--- config.mk ---
export PLATFORM = sky130hd
export DESIGN_NAME = ps2_scancode_key_tracker_core
export DESIGN_NICKNAME = d
export VERILOG_FILES = /design/src/ps2kt_pkg.sv /design/src/ps2kt_ram.sv /design/src/ps2_scancode_key_tracker_core.sv
export SDC_FILE = /design/constraint.sdc
export NUM_CORES = 1
export LEC_CHECK = 0
export BUFFER_PORTS_ARGS = -buffer_cell sky130_fd_sc_hd__buf_2
export CORE_AREA = 10 10 305 190
export CTS_BUF_LIST = sky130_fd_sc_hd__clkbuf_8 sky130_fd_sc_hd__clkbuf_16
export CTS_CLUSTER_DIAMETER = 100
export DETAILED_ROUTE_END_ITERATION = 12
export DIE_AREA = 0 0 315 200
export PLACE_DENSITY = 0.62
export SYNTH_ARGS = -nofsm -noshare
export SYNTH_HDL_FRONTEND = slang
export SYNTH_SLANG_ARGS = --single-unit
--- constraint.sdc ---
create_clock -name clk -period 6.9 [get_ports clk]
set_clock_uncertainty 0.05 [all_clocks]
set_input_delay 0.69 -clock clk [delete_from_list [all_inputs] [get_ports clk]]
set_output_delay 0.69 -clock clk [all_outputs]
set_load 0.005 [all_outputs]
--- src/ps2kt_pkg.sv ---
`timescale 1ns / 1ps
`default_nettype none

package ps2kt_pkg;

    localparam int CODE_W     = 8;
    localparam int KEY_W      = 9;
    localparam int MOD_W      = 8;
    localparam int ROW_BITS   = 8;
    localparam int ROW_SEL_W  = 3;
    localparam int ROWS       = 64;
    localparam int ROW_ADDR_W = 6;
    localparam int SKIP_W     = 3;
    localparam int RES_W      = KEY_W + 2 + MOD_W;
    localparam int TDATA_OUT_W = 24;

    localparam logic [SKIP_W-1:0] PAUSE_SKIP = 3'd7;

    localparam logic [CODE_W-1:0] CODE_EXT   = 8'hE0;
    localparam logic [CODE_W-1:0] CODE_REL   = 8'hF0;
    localparam logic [CODE_W-1:0] CODE_PAUSE = 8'hE1;
    localparam logic [CODE_W-1:0] CODE_FAKE  = 8'h12;

    // LCtrl, LShift, LAlt, LGui, RCtrl, RShift, RAlt, RGui
    localparam logic [KEY_W-1:0] MOD_KEYS [MOD_W] = '{
        9'h014, 9'h012, 9'h011, 9'h11F, 9'h114, 9'h059, 9'h111, 9'h127
    };

    typedef enum logic [2:0] {
        ST_IDLE   = 3'd0,
        ST_REL    = 3'd1,
        ST_EXT    = 3'd2,
        ST_EXTREL = 3'd3,
        ST_SKIP   = 3'd4
    } decode_state_t;

    typedef struct packed {
        logic [MOD_W-1:0] modifiers;
        logic             map_changed;
        logic             key_down;
        logic [KEY_W-1:0] key_index;
    } result_t;

endpackage

`default_nettype wire

--- src/ps2kt_ram.sv ---
`timescale 1ns / 1ps
`default_nettype none

module ps2kt_ram #(
    parameter int WIDTH = 8,
    parameter int DEPTH = 64
) (
    input  wire logic                     clk,
    input  wire logic                     we,
    input  wire logic [$clog2(DEPTH)-1:0] waddr,
    input  wire logic [WIDTH-1:0]         wdata,
    input  wire logic                     re,
    input  wire logic [$clog2(DEPTH)-1:0] raddr,
    output logic      [WIDTH-1:0]         rdata
);

    logic [WIDTH-1:0] mem_reg [DEPTH];

    always_ff @(posedge clk)
    begin
        if (we)
        begin
            mem_reg[waddr] <= wdata;
        end
        if (re)
        begin
            rdata <= mem_reg[raddr];
        end
    end

endmodule

`default_nettype wire

--- src/ps2_scancode_key_tracker_core.sv ---
// PS/2 set-2 scan code key tracker.
// Input stream s_*: one scan code byte per item in s_tdata[7:0].
// Output stream m_*: one result item per input byte:
//   key_index[8:0], key_down[9], map_changed[10], modifiers[18:11].
// Key-down map is 64 rows x 8 bits in block RAM, read-modify-write with
// forwarding of the last row written.
// Path: an accepted byte is registered into the s1_* stage as its map row
// is read, then written into the output buffer that drives m_tvalid.
// Throughput: one item per cycle while m_tready stays high.
// Reset: decode state, modifier bits and the output queue clear at once;
// then a pass zeroes all 64 map RAM rows, one row per cycle, with
// s_tready low.
// Stall: results queue in a three-entry output buffer; outside the clear
// pass, s_tready drops only when that buffer plus the item in flight would
// overflow, and depends on registers only.
`timescale 1ns / 1ps
`default_nettype none

module ps2_scancode_key_tracker_core (
    input  wire logic        clk,
    input  wire logic        rst_n,
    input  wire logic        s_tvalid,
    output logic             s_tready,
    input  wire logic [7:0]  s_tdata,   // scan_code[7:0]
    output logic             m_tvalid,
    input  wire logic        m_tready,
    output logic [23:0]      m_tdata    // key_index[8:0], key_down[9],
                                        // map_changed[10], modifiers[18:11]
);

    import ps2kt_pkg::*;

    logic                  s_accept;
    logic                  m_accept;

    decode_state_t         state_reg, state_next;
    logic [SKIP_W-1:0]     skip_reg, skip_next;
    logic [KEY_W-1:0]      key0;
    logic                  down0;
    logic                  event0;
    logic [CODE_W-1:0]     code;

    logic                  s1_valid_reg;
    logic [KEY_W-1:0]      s1_key_reg;
    logic                  s1_down_reg;
    logic                  s1_event_reg;

    logic                  clr_busy_reg;
    logic [ROW_ADDR_W-1:0] clr_cnt_reg;

    logic                  ram_we;
    logic [ROW_ADDR_W-1:0] ram_waddr;
    logic [ROW_BITS-1:0]   ram_wdata;
    logic [ROW_BITS-1:0]   ram_rdata;

    logic                  last_wr_valid_reg;
    logic [ROW_ADDR_W-1:0] last_wr_row_reg;
    logic [ROW_BITS-1:0]   last_wr_data_reg;

    logic [ROW_BITS-1:0]   row_data;
    logic [ROW_BITS-1:0]   row_new;
    logic                  old_bit;
    logic                  changed1;
    logic                  key_write;

    logic [MOD_W-1:0]      mod_reg, mod_next;
    result_t               result1;

    result_t               fifo_reg [3];
    logic [1:0]            wr_ptr_reg, rd_ptr_reg;
    logic [1:0]            cnt_reg;
    logic [2:0]            in_flight;

    assign code     = s_tdata[CODE_W-1:0];
    assign s_accept = s_tvalid && s_tready;
    assign m_accept = m_tvalid && m_tready;

    assign in_flight = {1'b0, cnt_reg} + {2'b00, s1_valid_reg};
    assign s_tready  = !clr_busy_reg && (in_flight <= 3'd2);

    // decoder
    always_comb
    begin
        state_next = state_reg;
        skip_next  = skip_reg;
        key0       = '0;
        down0      = 1'b0;
        event0     = 1'b0;
        if (s_accept)
        begin
            case (state_reg)
                ST_REL:
                begin
                    key0       = {1'b0, code};
                    event0     = 1'b1;
                    state_next = ST_IDLE;
                end
                ST_EXT:
                begin
                    if (code == CODE_REL)
                    begin
                        state_next = ST_EXTREL;
                    end
                    else
                    begin
                        key0       = {1'b1, code};
                        down0      = 1'b1;
                        event0     = (code != CODE_FAKE);
                        state_next = ST_IDLE;
                    end
                end
                ST_EXTREL:
                begin
                    key0       = {1'b1, code};
                    event0     = (code != CODE_FAKE);
                    state_next = ST_IDLE;
                end
                ST_SKIP:
                begin
                    if (skip_reg <= 3'd1)
                    begin
                        skip_next  = '0;
                        state_next = ST_IDLE;
                    end
                    else
                    begin
                        skip_next = skip_reg - 3'd1;
                    end
                end
                default:
                begin
                    state_next = ST_IDLE;
                    if (code == CODE_EXT)
                    begin
                        state_next = ST_EXT;
                    end
                    else if (code == CODE_REL)
                    begin
                        state_next = ST_REL;
                    end
                    else if (code == CODE_PAUSE)
                    begin
                        state_next = ST_SKIP;
                        skip_next  = PAUSE_SKIP;
                    end
                    else
                    begin
                        key0   = {1'b0, code};
                        down0  = 1'b1;
                        event0 = 1'b1;
                    end
                end
            endcase
        end
    end

    always_ff @(posedge clk or negedge rst_n)
    begin
        if (!rst_n)
        begin
            state_reg    <= ST_IDLE;
            skip_reg     <= '0;
            s1_valid_reg <= 1'b0;
        end
        else
        begin
            state_reg    <= state_next;
            skip_reg     <= skip_next;
            s1_valid_reg <= s_accept;
        end
    end

    always_ff @(posedge clk)
    begin
        if (s_accept)
        begin
            s1_key_reg   <= key0;
            s1_down_reg  <= down0;
            s1_event_reg <= event0;
        end
    end

    // map update
    assign row_data = (last_wr_valid_reg && last_wr_row_reg == s1_key_reg[KEY_W-1:ROW_SEL_W])
                      ? last_wr_data_reg : ram_rdata;
    assign old_bit  = row_data[s1_key_reg[ROW_SEL_W-1:0]];
    assign changed1 = s1_event_reg && (old_bit != s1_down_reg);
    assign key_write = s1_valid_reg && changed1;

    always_comb
    begin
        row_new = row_data;
        row_new[s1_key_reg[ROW_SEL_W-1:0]] = s1_down_reg;
    end

    assign ram_we    = clr_busy_reg || key_write;
    assign ram_waddr = clr_busy_reg ? clr_cnt_reg : s1_key_reg[KEY_W-1:ROW_SEL_W];
    assign ram_wdata = clr_busy_reg ? '0 : row_new;

    ps2kt_ram #(
        .WIDTH (ROW_BITS),
        .DEPTH (ROWS)
    ) u_map_ram (
        .clk   (clk),
        .we    (ram_we),
        .waddr (ram_waddr),
        .wdata (ram_wdata),
        .re    (s_accept),
        .raddr (key0[KEY_W-1:ROW_SEL_W]),
        .rdata (ram_rdata)
    );

    always_ff @(posedge clk or negedge rst_n)
    begin
        if (!rst_n)
        begin
            clr_busy_reg      <= 1'b1;
            clr_cnt_reg       <= '0;
            last_wr_valid_reg <= 1'b0;
        end
        else
        begin
            if (clr_busy_reg)
            begin
                clr_cnt_reg <= clr_cnt_reg + ROW_ADDR_W'(1);
                if (clr_cnt_reg == ROW_ADDR_W'(ROWS - 1))
                begin
                    clr_busy_reg <= 1'b0;
                end
            end
            if (ram_we)
            begin
                last_wr_valid_reg <= 1'b1;
            end
        end
    end

    always_ff @(posedge clk)
    begin
        if (ram_we)
        begin
            last_wr_row_reg  <= ram_waddr;
            last_wr_data_reg <= ram_wdata;
        end
    end

    // modifier mirror
    always_comb
    begin
        mod_next = mod_reg;
        for (int i = 0; i < MOD_W; i++)
        begin
            if (key_write && s1_key_reg == MOD_KEYS[i])
            begin
                mod_next[i] = s1_down_reg;
            end
        end
    end

    always_ff @(posedge clk or negedge rst_n)
    begin
        if (!rst_n)
        begin
            mod_reg <= '0;
        end
        else
        begin
            mod_reg <= mod_next;
        end
    end

    assign result1.key_index   = s1_key_reg;
    assign result1.key_down    = s1_down_reg;
    assign result1.map_changed = changed1;
    assign result1.modifiers   = mod_next;

    // output buffer
    always_ff @(posedge clk or negedge rst_n)
    begin
        if (!rst_n)
        begin
            wr_ptr_reg <= '0;
            rd_ptr_reg <= '0;
            cnt_reg    <= '0;
        end
        else
        begin
            if (s1_valid_reg)
            begin
                wr_ptr_reg <= (wr_ptr_reg == 2'd2) ? 2'd0 : wr_ptr_reg + 2'd1;
            end
            if (m_accept)
            begin
                rd_ptr_reg <= (rd_ptr_reg == 2'd2) ? 2'd0 : rd_ptr_reg + 2'd1;
            end
            if (s1_valid_reg && !m_accept)
            begin
                cnt_reg <= cnt_reg + 2'd1;
            end
            else if (!s1_valid_reg && m_accept)
            begin
                cnt_reg <= cnt_reg - 2'd1;
            end
        end
    end

    always_ff @(posedge clk)
    begin
        if (s1_valid_reg)
        begin
            fifo_reg[wr_ptr_reg] <= result1;
        end
    end

    assign m_tvalid = (cnt_reg != 2'd0);
    assign m_tdata  = {(TDATA_OUT_W - RES_W)'(0), fifo_reg[rd_ptr_reg]};

endmodule

`default_nettype wire

==> Word-level counts from Yosys, hierarchy flattened <==
Memory sizes are Yosys's and may differ from the RTL's. A register that Yosys moved wholly into a read port is not among the register bits.
Cells that the tools add are included.
W data, S select, Z words.
{ "word_totals": {"ff_bits": 54, "ramBits": 569, "inputBits": 12, "word_cells": 133, "memories": 2} }
{ "classes": {"n_addsub": 7, "magnitude_cmp": 4, "n_eq_ne": 24, "n_mux": 50, "bitwise_logic": 1, "reduce_logical": 29} }
{ "memory_table": {"columns": ["name", "words", "word_bits", "rd", "rd_clocked_by_memory_dff", "write_ports", "line", "rtl"], "rows": [
  ["u_map_ram.mem_reg", 64, 8, 1, 1, 1, "ps2kt_ram.sv:17", "logic [WIDTH-1:0] mem_reg [DEPTH];"],
  ["fifo_reg", 3, 19, 1, 0, 1, "ps2_scancode_key_tracker_core.sv:69", "result_t fifo_reg [3];"]
]} }
{ "ops": {"columns": ["op", "n"], "rows": [
  ["$mux W8", 5],
  ["$eq A9 B9 Y1 const B", 4],
  ["$pmux W9 S4", 1],
  ["$eq A9 B5 Y1 const B", 3],
  ["$eq A8 B8 Y1 const B", 3],
  ["$mux W3", 8],
  ["$mux W1", 21],
  ["$mux W9", 2],
  ["$logic_and A1 B1 Y1", 17],
  ["$mux W2", 5],
  ["$eq A9 B7 Y1 const B", 1],
  ["$pmux W3 S3", 1],
  ["$bwmux W8", 1],
  ["$ne A8 B5 Y1 const B", 1],
  ["$add A2 B1 Y2 const B", 3],
  ["$add A6 B1 Y6 const B", 1],
  ["$eq A3 B2 Y1 const B", 2],
  ["$eq A6 B6 Y1", 1],
  ["$eq A6 B6 Y1 const B", 1],
  ["$mux W6", 1],
  ["$pmux W3 S2", 1],
  ["$reduce_bool A2 Y1", 3],
  ["$reduce_or A3 Y1", 2],
  ["$reduce_and A5 Y1", 1],
  ["22 further kinds", 26]
]} }

==> Logic depth before layout (Yosys ltp) <==
Gate-level depths: netlist (run 1).
{ "logic_depth": {"ltp_word": 11, "depth_mapped": 17, "depth_no_buf": 15} }

==> Hierarchy <==
Synthesis (run 1) repeated with hierarchy kept, for this count alone.
{ "unflattened": {"hier_cells": 1378, "hier_area_um2": 25504.5} }
{ "modules_own_cells": {"columns": ["mod", "n_inst", "cells_per_inst", "area_each_um2"], "rows": [
  ["ps2kt_ram", 1, 940, 20246.9],
  ["ps2_scancode_key_tracker_core", 1, 438, 5257.5]
]} }

==> Least setup slack after synthesis (run 1) <==
Ideal clock, no wire load.
{ "synth_path": {"kind": "register to register", "start": "register s1_key_reg[6]", "end": "register last_wr_data_reg[1], data pin", "t_arrival_ns": 4.048, "required_ns": 6.121, "slack_ns": 2.073, "path_stages_with_launch": 6, "path_buffers": 1, "period_less_slack_ns": 4.827, "path_cell_list": "edfxtp_1 > xor2_1 > nor4_4 > buf_6 > mux2i_1 > a211oi_1"} }
{ "synth_via": {"elab_chain_len": 5} }
{ "synth_lines": {"columns": ["element", "line", "rtl"], "rows": [
  ["from (decl)", "ps2_scancode_key_tracker_core.sv:44", "logic [KEY_W-1:0] s1_key_reg;"],
  ["from (signal assigned)", "ps2_scancode_key_tracker_core.sv:177", "s1_key_reg <= key0;"],
  ["$eq A6 B6 Y1", "ps2_scancode_key_tracker_core.sv:184", "assign row_data = (last_wr_valid_reg && last_wr_row_reg == s1_key_reg[KEY_W-1:ROW_SEL_W])"],
  ["$logic_and A1 B1 Y1", "ps2_scancode_key_tracker_core.sv:184", null],
  ["$mux W8", "ps2_scancode_key_tracker_core.sv:185", "? last_wr_data_reg : ram_rdata;"],
  ["$bwmux W8", "ps2_scancode_key_tracker_core.sv:193", "row_new[s1_key_reg[ROW_SEL_W-1:0]] = s1_down_reg;"],
  ["$mux W8", "ps2_scancode_key_tracker_core.sv:198", "assign ram_wdata = clr_busy_reg ? '0 : row_new;"],
  ["net ram_wdata[1]", "ps2_scancode_key_tracker_core.sv:53", "logic [ROW_BITS-1:0] ram_wdata;"],
  ["to (signal assigned)", "ps2_scancode_key_tracker_core.sv:243", "last_wr_data_reg <= ram_wdata;"],
  ["to (decl)", "ps2_scancode_key_tracker_core.sv:58", "logic [ROW_BITS-1:0] last_wr_data_reg;"]
]} }
The timed path passes the listed nets, and every way through them passes these cells.
A chain may end at the register's enable or synchronous reset.

==> Final worst setup path (run 1) <==
{ "layout_path": {"start": "register s1_key_reg[3]", "end": "memory u_map_ram.mem_reg[43][1], enable pin"} }
{ "layout_via": {"elab_chain_len": 11, "elab_cells_between_ends": 12} }
{ "layout_lines": {"columns": ["element", "line", "rtl"], "rows": [
  ["$eq A6 B6 Y1", "ps2_scancode_key_tracker_core.sv:184", null],
  ["$logic_and A1 B1 Y1", "ps2_scancode_key_tracker_core.sv:184", null],
  ["$mux W8", "ps2_scancode_key_tracker_core.sv:185", null],
  ["$bmux W1 S3", "ps2_scancode_key_tracker_core.sv:186", "assign old_bit = row_data[s1_key_reg[ROW_SEL_W-1:0]];"],
  ["$mux W1 (implied by the code)", "ps2_scancode_key_tracker_core.sv:186", null],
  ["$ne A1 B1 Y1", "ps2_scancode_key_tracker_core.sv:187", "assign changed1 = s1_event_reg && (old_bit != s1_down_reg);"],
  ["$logic_and A1 B1 Y1", "ps2_scancode_key_tracker_core.sv:187", null],
  ["$logic_and A1 B1 Y1", "ps2_scancode_key_tracker_core.sv:188", "assign key_write = s1_valid_reg && changed1;"],
  ["$logic_or A1 B1 Y1", "ps2_scancode_key_tracker_core.sv:196", "assign ram_we = clr_busy_reg || key_write;"],
  ["$mux W1", "ps2kt_ram.sv:21", "if (we)"],
  ["$mux W1 (implied by the code)", "ps2kt_ram.sv:23", "mem_reg[waddr] <= wdata;"],
  ["to (decl)", "ps2kt_ram.sv:17", null]
]} }
Several ways; a longest one is shown, not always the timed one. The select of a mux whose other input is x is not followed.

==> results of run 1 <==
routing by layer:
| layer | wire length (um) | track usage |
|---|---|---|
| met5 | 0 | 0 |
| met1 | 32400 | 0.345 |
| met2 | 29100 | 0.306 |
| met4 | 1300 | 0.0418 |
| met3 | 10800 | 0.0968 |
per-stage QoR:
stage | cell area, um2 | total power (uW)
after floorplan | 25900 | 6690
after global placement | 26800 | 7910
after detailed placement | 26800 | 7950
after global routing | 28600 | 11300
after CTS | 28600 | 10900
final | 28600 | 10900
kinds of logic after synthesis:
group	count (synthesis)	share of synthesized area
AO/OA/AOI/OAI	247	0.0678
XOR/XNOR	16	0.00613
adder cells (fa/ha/maj)	8	0.00377
buffers and inverters	139	0.0238
flip-flops	631	0.725
multiplexers	79	0.0344
other	1	0.000145
AND/OR/NAND/NOR	825	0.138
power by group through the flow:
stage	combinational [uW]	clock [uW]	sequential [uW]
final	2700	3000	5220
after global routing	2850	3190	5240
after CTS	2660	3020	5220
after detailed placement	2650	0	5300
after global placement	2630	0	5290
after floorplan	1430	0	5270
layout by cell type (no fill, tap or decap), types with 5 or more instances in the layout:
cell type                   instances
sky130_fd_sc_hd__a21o_1             5
sky130_fd_sc_hd__mux2_2             5
sky130_fd_sc_hd__edfxtp_1         602
sky130_fd_sc_hd__a221o_1            8
sky130_fd_sc_hd__nor3_1            11
sky130_fd_sc_hd__xor2_1             6
sky130_fd_sc_hd__mux2i_1           67
sky130_fd_sc_hd__clkinv_1          20
sky130_fd_sc_hd__inv_1             27
sky130_fd_sc_hd__mux4_2             5
sky130_fd_sc_hd__nand4_1            6
sky130_fd_sc_hd__xnor2_1            9
sky130_fd_sc_hd__nand3_1          164
sky130_fd_sc_hd__clkinv_2          11
sky130_fd_sc_hd__a32oi_1            6
sky130_fd_sc_hd__o22ai_1            5
sky130_fd_sc_hd__nand2_1          453
sky130_fd_sc_hd__buf_4             31
sky130_fd_sc_hd__nor2_1           109
sky130_fd_sc_hd__o211ai_1           8
sky130_fd_sc_hd__conb_1             5
sky130_fd_sc_hd__o2111ai_1          5
sky130_fd_sc_hd__a211oi_4           5
sky130_fd_sc_hd__a221oi_1          20
sky130_fd_sc_hd__buf_2             32
sky130_fd_sc_hd__a311oi_1          18
sky130_fd_sc_hd__ha_1               7
sky130_fd_sc_hd__dfrtp_1           28
sky130_fd_sc_hd__a211oi_1          17
sky130_fd_sc_hd__o21ai_0           51
sky130_fd_sc_hd__a21oi_1           25
sky130_fd_sc_hd__and3_1            44
sky130_fd_sc_hd__a31oi_1           41
sky130_fd_sc_hd__nor4_1             6
sky130_fd_sc_hd__clkbuf_16         55
worst register-to-register path: cells and delay by family, from the launching register on:
family / cells / cell delay (ps)
AO/OA/AOI/OAI: 1 / 430
flip-flops: 1 / 520
multiplexers: 2 / 1300
AND/OR/NAND/NOR: 4 / 2050
XOR/XNOR: 2 / 420
path summary, 6_finish.rpt:
kind | slack (ps) | from | end | cells past startpoint
worst max-delay path | 1760 | s1_key_reg[3]$_DFFE_PP_ | u_map_ram.mem_reg[43][1]$_DFFE_PP_ | 9
worst min-delay path | 110 | rst_n | rd_ptr_reg[0]$_DFFE_PN0P_ | 1
worst max register to register | 1760 | s1_key_reg[3]$_DFFE_PP_ | u_map_ram.mem_reg[43][1]$_DFFE_PP_ | 9
worst min register to register | 430 | last_wr_valid_reg$_DFFE_PN0P_ | last_wr_valid_reg$_DFFE_PN0P_ | 1
max in group asynchronous | 6190 | rst_n | wr_ptr_reg[1]$_DFFE_PN0P_ | 1
min in group clk | 390 | m_tready | rd_ptr_reg[1]$_DFFE_PN0P_ | 4
final cells by class:
cell class / count / share of cell area
Antenna cell: 1 / 0.0000876
Clock buffer: 55 / 0.0482
Clock inverter: 47 / 0.0116
Inverter: 26 / 0.00368
Multi-Input combinational cell: 1180 / 0.232
Sequential cell: 631 / 0.659
Tap cell: 703 / 0.0308
Timing Repair Buffer: 65 / 0.0152
==> summary.md, run 1 <==
| Metric | Value |
|---|---|
| Final routed DRC violation total | 0 |
| Top cell type by total area after synthesis | sky130_fd_sc_hd__edfxtp_1 |
| Finished Layout Cells | 2708 |
| Starting density of the core | 0.497 |
| Post-Synthesis Mean Instance Area | 13.3 um2 |
| Total of flip-flops plus latches after synthesis | 631 |
| Post-synthesis instance total | 1946 |
| Gate power share | 0.247 |
| Kind of start point of the critical path | flip-flop |
| Unrepaired setup endpoints after global routing | false |
| Later-pin clock latency in the skew report | 600 ps |
| Top achievable clock speed | 195 MHz |
| Static power due to leakage | 0.00962 uW |
| Delay-heaviest family, CP | simple AND/OR/NAND/NOR gates |
| Number of vias after detailed routing | 16600 |
| Warnings, synthesis | 0 |
| Boundary Pins | 38 |
| Min Tclk post-route | 5140 ps |
| Leading cell type by number of instances after synthesis | sky130_fd_sc_hd__edfxtp_1 |
| Die outline height | 200 um |
| Placement row count | 65 |
| Area taken by multi-input logic gates | 6620 um2 |
| Required time reported for the critical path endpoint | 7070 ps |
| Critical path peak fanout | 12 |
| Layout overhead on the synthesized area | 10.2% |
| Register cell area after layout | 18800 um2 |
| Most common library cells after synthesis | sky130_fd_sc_hd__edfxtp_1, sky130_fd_sc_hd__nand2_1, sky130_fd_sc_hd__nand3_1 |
| Post-synthesis instance area | 25900 um2 |
| Total Wirelength | 73600 um |
| Number of iterations in the first detailed-routing pass | 5 |
| Final core occ | 0.548 |
| Critical setup path kind | reg2reg |
| Part of the total power dissipated in the clock network | 0.275 |
| Normalized max-slew margin | 0.173 |
| Switching Share | 0.333 |
| Pin count of the biggest net entering global routing | 194 |
| Number of flip-flops in the largest register | 512 |
| Endpoint arrival time on the critical path | 5310 ps |
| Grt ovf | 0 |
| Stage delay of the slowest cell on the critical path | 750 ps |
| Number of placed cells counting well taps | 2605 |
| Final setup viols | 0 |
| Slew at the pin with the worst max-slew slack | 1230 ps |
| Hold Crit Class | in2async |
| Fraction of final layout cells with drive strength greater than 1 | 0.0923 |
| Core Area | 52100 um2 |
| Buffers & Inverters on Critical Path | 0 |
| Final worst-path cycle share | 0.744 |
| Count of pins over their slew limit | 0 |
| TritonCTS clock tree | built |
| Setup slack of the critical path after layout | 1760 ps |
| Fill cell instance count of the final layout | 4276 |
| Maximum level of the CTS H-tree | 2 |
| First DRT Iteration DRCs | 2249 |
| Maximum VDD drop | 0.260 mV |
| Remaining antenna violation count after routing | 0 |
| Die Footprint | 63000 um2 |
| DIE WIDTH | 315 um |
| Power density normalized to cell area | 382 nW/um2 |
| Top cells by area in the synthesized netlist | sky130_fd_sc_hd__edfxtp_1, sky130_fd_sc_hd__nand2_1, sky130_fd_sc_hd__nand3_1, sky130_fd_sc_hd__dfrtp_1, sky130_fd_sc_hd__mux2i_1 |
| Portion of the post-synthesis area used by sequential elements | 0.725 |
| Cell at the root of the clock tree | sky130_fd_sc_hd__clkbuf_16 |
| Hold Violations, Final | 0 |
| Vias in the first global route | 15600 |
| Cell Int Power | 7290 uW |
| Type of element capturing the critical path | flip-flop |
| Initial antenna violation count | 1 |
| DR vias/cell | 6.15 |
| Final HPWL DP | 45700 um |
| Post-CTS sizing | 0 |
| EDFF count, synth | 602 |
| Worst slack, placed | 1810 ps |
| Number of buffers inserted during clock tree synthesis | 55 |
| Count of input and output buffers | 32 |
| Routed length per placed instance | 27.2 um |
| Maximum clock insertion buffer count | 3 |
| Hold buffers post-CTS | 0 |
| Final Wtd Congestion | 0.952 |
| Post-CTS setup buffer count | 0 |
| Netlist cell types | 77 |
| First-pass GRT wire length | 107000 um |
| Number of max-cap violations | 0 |
| Max stage delay cell, worst path | sky130_fd_sc_hd__nor4_4 |
| Global router's overall resource usage | 0.229 |
| Reg power frac | 0.478 |
| Clock slew at reported path FFs | 70 ps |
| TritonCTS sink count | 631 |
| Cells traversed along the worst timing path | xnor2_1 -> nand4_1 -> nor4_4 -> mux4_1 -> mux4_2 -> xnor2_4 -> o21ai_1 -> nand2_1 -> nor2_1 |
| Sw Pwr | 3630 uW |
| Async S/R FF share, synth | 0.0460 |
| Result of the run | completed |
| Final hold slack | 107 ps |
| Top flip-flop cell by instance count after synthesis | sky130_fd_sc_hd__edfxtp_1 |
| Final net count | 1978 |
| Total Negative Setup Slacks | 0 ps |
| Portion of synthesized cell area occupied by the leading cell type | 0.697 |
Power figures use the tool's default switching activity.
==> inputs of run 2 (changes only) <==
clock period = 5.1 ns   (was 6.9 ns; I/O delays follow)
==> run 2 against run 1 <==
Final cell count increased by 2.7%; wire length decreased by 0.46%; critical endpoint is now u_map_ram.rdata[4]$_DFFE_PP_; worst setup slack got worse by 1400 ps; sequential power increased by 36%.
==> summary.md, run 2 (synthesis gave the netlist of run 1 again) <==
| Metric | Value |
|---|---|
| Type of element capturing the critical path | flip-flop |
| Later-pin clock latency in the skew report | 600 ps |
| Starting density of the core | 0.497 |
| Final net count | 2056 |
| Boundary Pins | 38 |
| Layout overhead on the synthesized area | 12.5% |
| Commonest cells after routing, fill and taps aside | sky130_fd_sc_hd__edfxtp_1, sky130_fd_sc_hd__nand2_1, sky130_fd_sc_hd__nand3_1, sky130_fd_sc_hd__nor2_1, sky130_fd_sc_hd__buf_4 |
| Ant. Diodes | 0 |
| Fill cell instance count of the final layout | 4211 |
| Static power due to leakage | 0.0101 uW |
| Total Negative Setup Slacks | 0 ps |
| Endpoint of the most critical register-to-register path | u_map_ram.rdata[4]$_DFFE_PP_ |
| Number of flip-flops in the largest register | 512 |
| Hold Crit Class | in2reg |
| Post-route cell area | 29200 um2 |
| Critical setup path kind | reg2reg |
| Number of iterations in the first detailed-routing pass | 8 |
| Critical path peak fanout | 35 |
| Grt ovf | 0 |
| Register cell area after layout | 18800 um2 |
| Number of max-cap violations | 0 |
| Maximum VDD drop | 0.391 mV |
| Clock slew at reported path FFs | 60 ps |
| Number of vias after detailed routing | 16800 |
| Post-CTS setup buffer count | 0 |
| Routed length per placed instance | 26.4 um |
| Final HPWL DP | 47000 um |
| Count of input and output buffers | 32 |
| Maximum level of the CTS H-tree | 2 |
| Maximum clock insertion buffer count | 3 |
| Vias in the first global route | 15800 |
| Placement row count | 65 |
| Total Wirelength | 73300 um |
| Fraction of final layout cells with drive strength greater than 1 | 0.124 |
| Endpoint arrival time on the critical path | 5130 ps |
| Number of buffers inserted during clock tree synthesis | 54 |
| Area taken by multi-input logic gates | 6620 um2 |
| Kind of start point of the critical path | flip-flop |
| Die outline height | 200 um |
| Die Footprint | 63000 um2 |
| First-pass GRT wire length | 108000 um |
| Core Area | 52100 um2 |
| Final routed DRC violation total | 0 |
| Final worst-path cycle share | 0.932 |
| Slew at the pin with the worst max-slew slack | 1140 ps |
| Unrepaired setup endpoints after global routing | false |
| Count of pins over their slew limit | 0 |
| Post-CTS sizing | 0 |
| Final setup viols | 0 |
| Initial antenna violation count | 0 |
| First DRT Iteration DRCs | 2753 |
| DIE WIDTH | 315 um |
| Cell at the root of the clock tree | sky130_fd_sc_hd__clkbuf_16 |
| TritonCTS sink count | 631 |
| Critical Path Sink | u_map_ram.rdata[4]$_DFFE_PP_ |
| Global router's overall resource usage | 0.230 |
| Required time reported for the critical path endpoint | 5480 ps |
| Final Wtd Congestion | 0.912 |
| Start point of the critical path | s1_valid_reg$_DFF_PN0_ |
| Placed instance area | 27500 um2 |
| Remaining antenna violation count after routing | 0 |
| Power density normalized to cell area | 502 nW/um2 |
| Pin count of the biggest net entering global routing | 79 |
| Worst Reg2Reg Path Length in Cells | 14 |
| Final hold slack | 222 ps |
| Hold Violations, Final | 0 |
| TritonCTS clock tree | built |
| Normalized max-slew margin | 0.243 |
| Min Tclk post-route | 4750 ps |
| Leading cell type in the layout, fill and taps excluded | sky130_fd_sc_hd__edfxtp_1 |
| DR vias/cell | 6.05 |
| Setup slack on the worst flop-to-flop path | 350 ps |
| Launch point of the worst reg-to-reg path | s1_valid_reg$_DFF_PN0_ |
| Result of the run | completed |
| Top achievable clock speed | 210 MHz |
-- run 2: worst min path at each step --
stage / startpoint / depth (start not counted) / endpoint
5_1_grt: s_tdata[2] / 2 / s1_key_reg[2]$_SDFFCE_PN0P_
4_1_cts: s_tdata[1] / 2 / s1_key_reg[1]$_SDFFCE_PN0P_
3_5_place_dp: last_wr_valid_reg$_DFFE_PN0P_ / 1 / last_wr_valid_reg$_DFFE_PN0P_
2_1_floorplan: rst_n / 0 / clr_cnt_reg[0]$_DFFE_PN0P_
6_report: s_tdata[1] / 2 / s1_key_reg[1]$_SDFFCE_PN0P_
3_3_place_gp: last_wr_valid_reg$_DFFE_PN0P_ / 1 / last_wr_valid_reg$_DFFE_PN0P_
-- run 2: area by class of cell --
class	instances	area share
Sequential cell	631	0.645
Multi-Input combinational cell	1180	0.227
Clock buffer	60	0.0503
Timing Repair Buffer	144	0.0370
Tap cell	703	0.0302
Clock inverter	37	0.00704
Inverter	26	0.00360
-- run 2: repair_timing --
action,in CTS,in global routing
hold buffers,1,0
endpoints found under the setup margin,0,0
endpoints found under the hold margin,28,0
-- run 2: layer usage --
layer  wire length, um  GRT usage  share of wire
met5                 0          0              0
met2             28900      0.298           0.39
met3              9710     0.0732           0.13
met4              1170     0.0410          0.016
met1             33500      0.369           0.46
-- run 2: critical path, cell delays in order (launching register included) --
cell                        delay [ps]
sky130_fd_sc_hd__dfrtp_1           510
sky130_fd_sc_hd__ha_1              230
sky130_fd_sc_hd__inv_1              50
sky130_fd_sc_hd__ha_1              250
sky130_fd_sc_hd__nor3b_1           270
sky130_fd_sc_hd__o2111a_1          520
sky130_fd_sc_hd__o211ai_4          230
sky130_fd_sc_hd__inv_8             220
sky130_fd_sc_hd__buf_4             430
sky130_fd_sc_hd__nand2_1           100
sky130_fd_sc_hd__and3_1            200
sky130_fd_sc_hd__a2111oi_0         840
sky130_fd_sc_hd__buf_4             230
sky130_fd_sc_hd__a31oi_1           110
sky130_fd_sc_hd__a31oi_1           290
-- run 2: metrics by stage --
stage               std cells   util  setup WS, ps  power (uW)
finish                   2781  0.559           346       14600
floorplan                1950      -           273        9050
CTS                      2781  0.559           430       14600
global route             2781  0.559          87.8       15200
global placement         2683  0.527           417       10600
detailed placement       2683  0.527           481       10700
-- run 2: power by group --
part	internal, uW	switching (uW)	leakage [uW]
Sequential	6850	256	0.00574
Clock	2150	1840	0.000886
Combinational	868	2670	0.00347
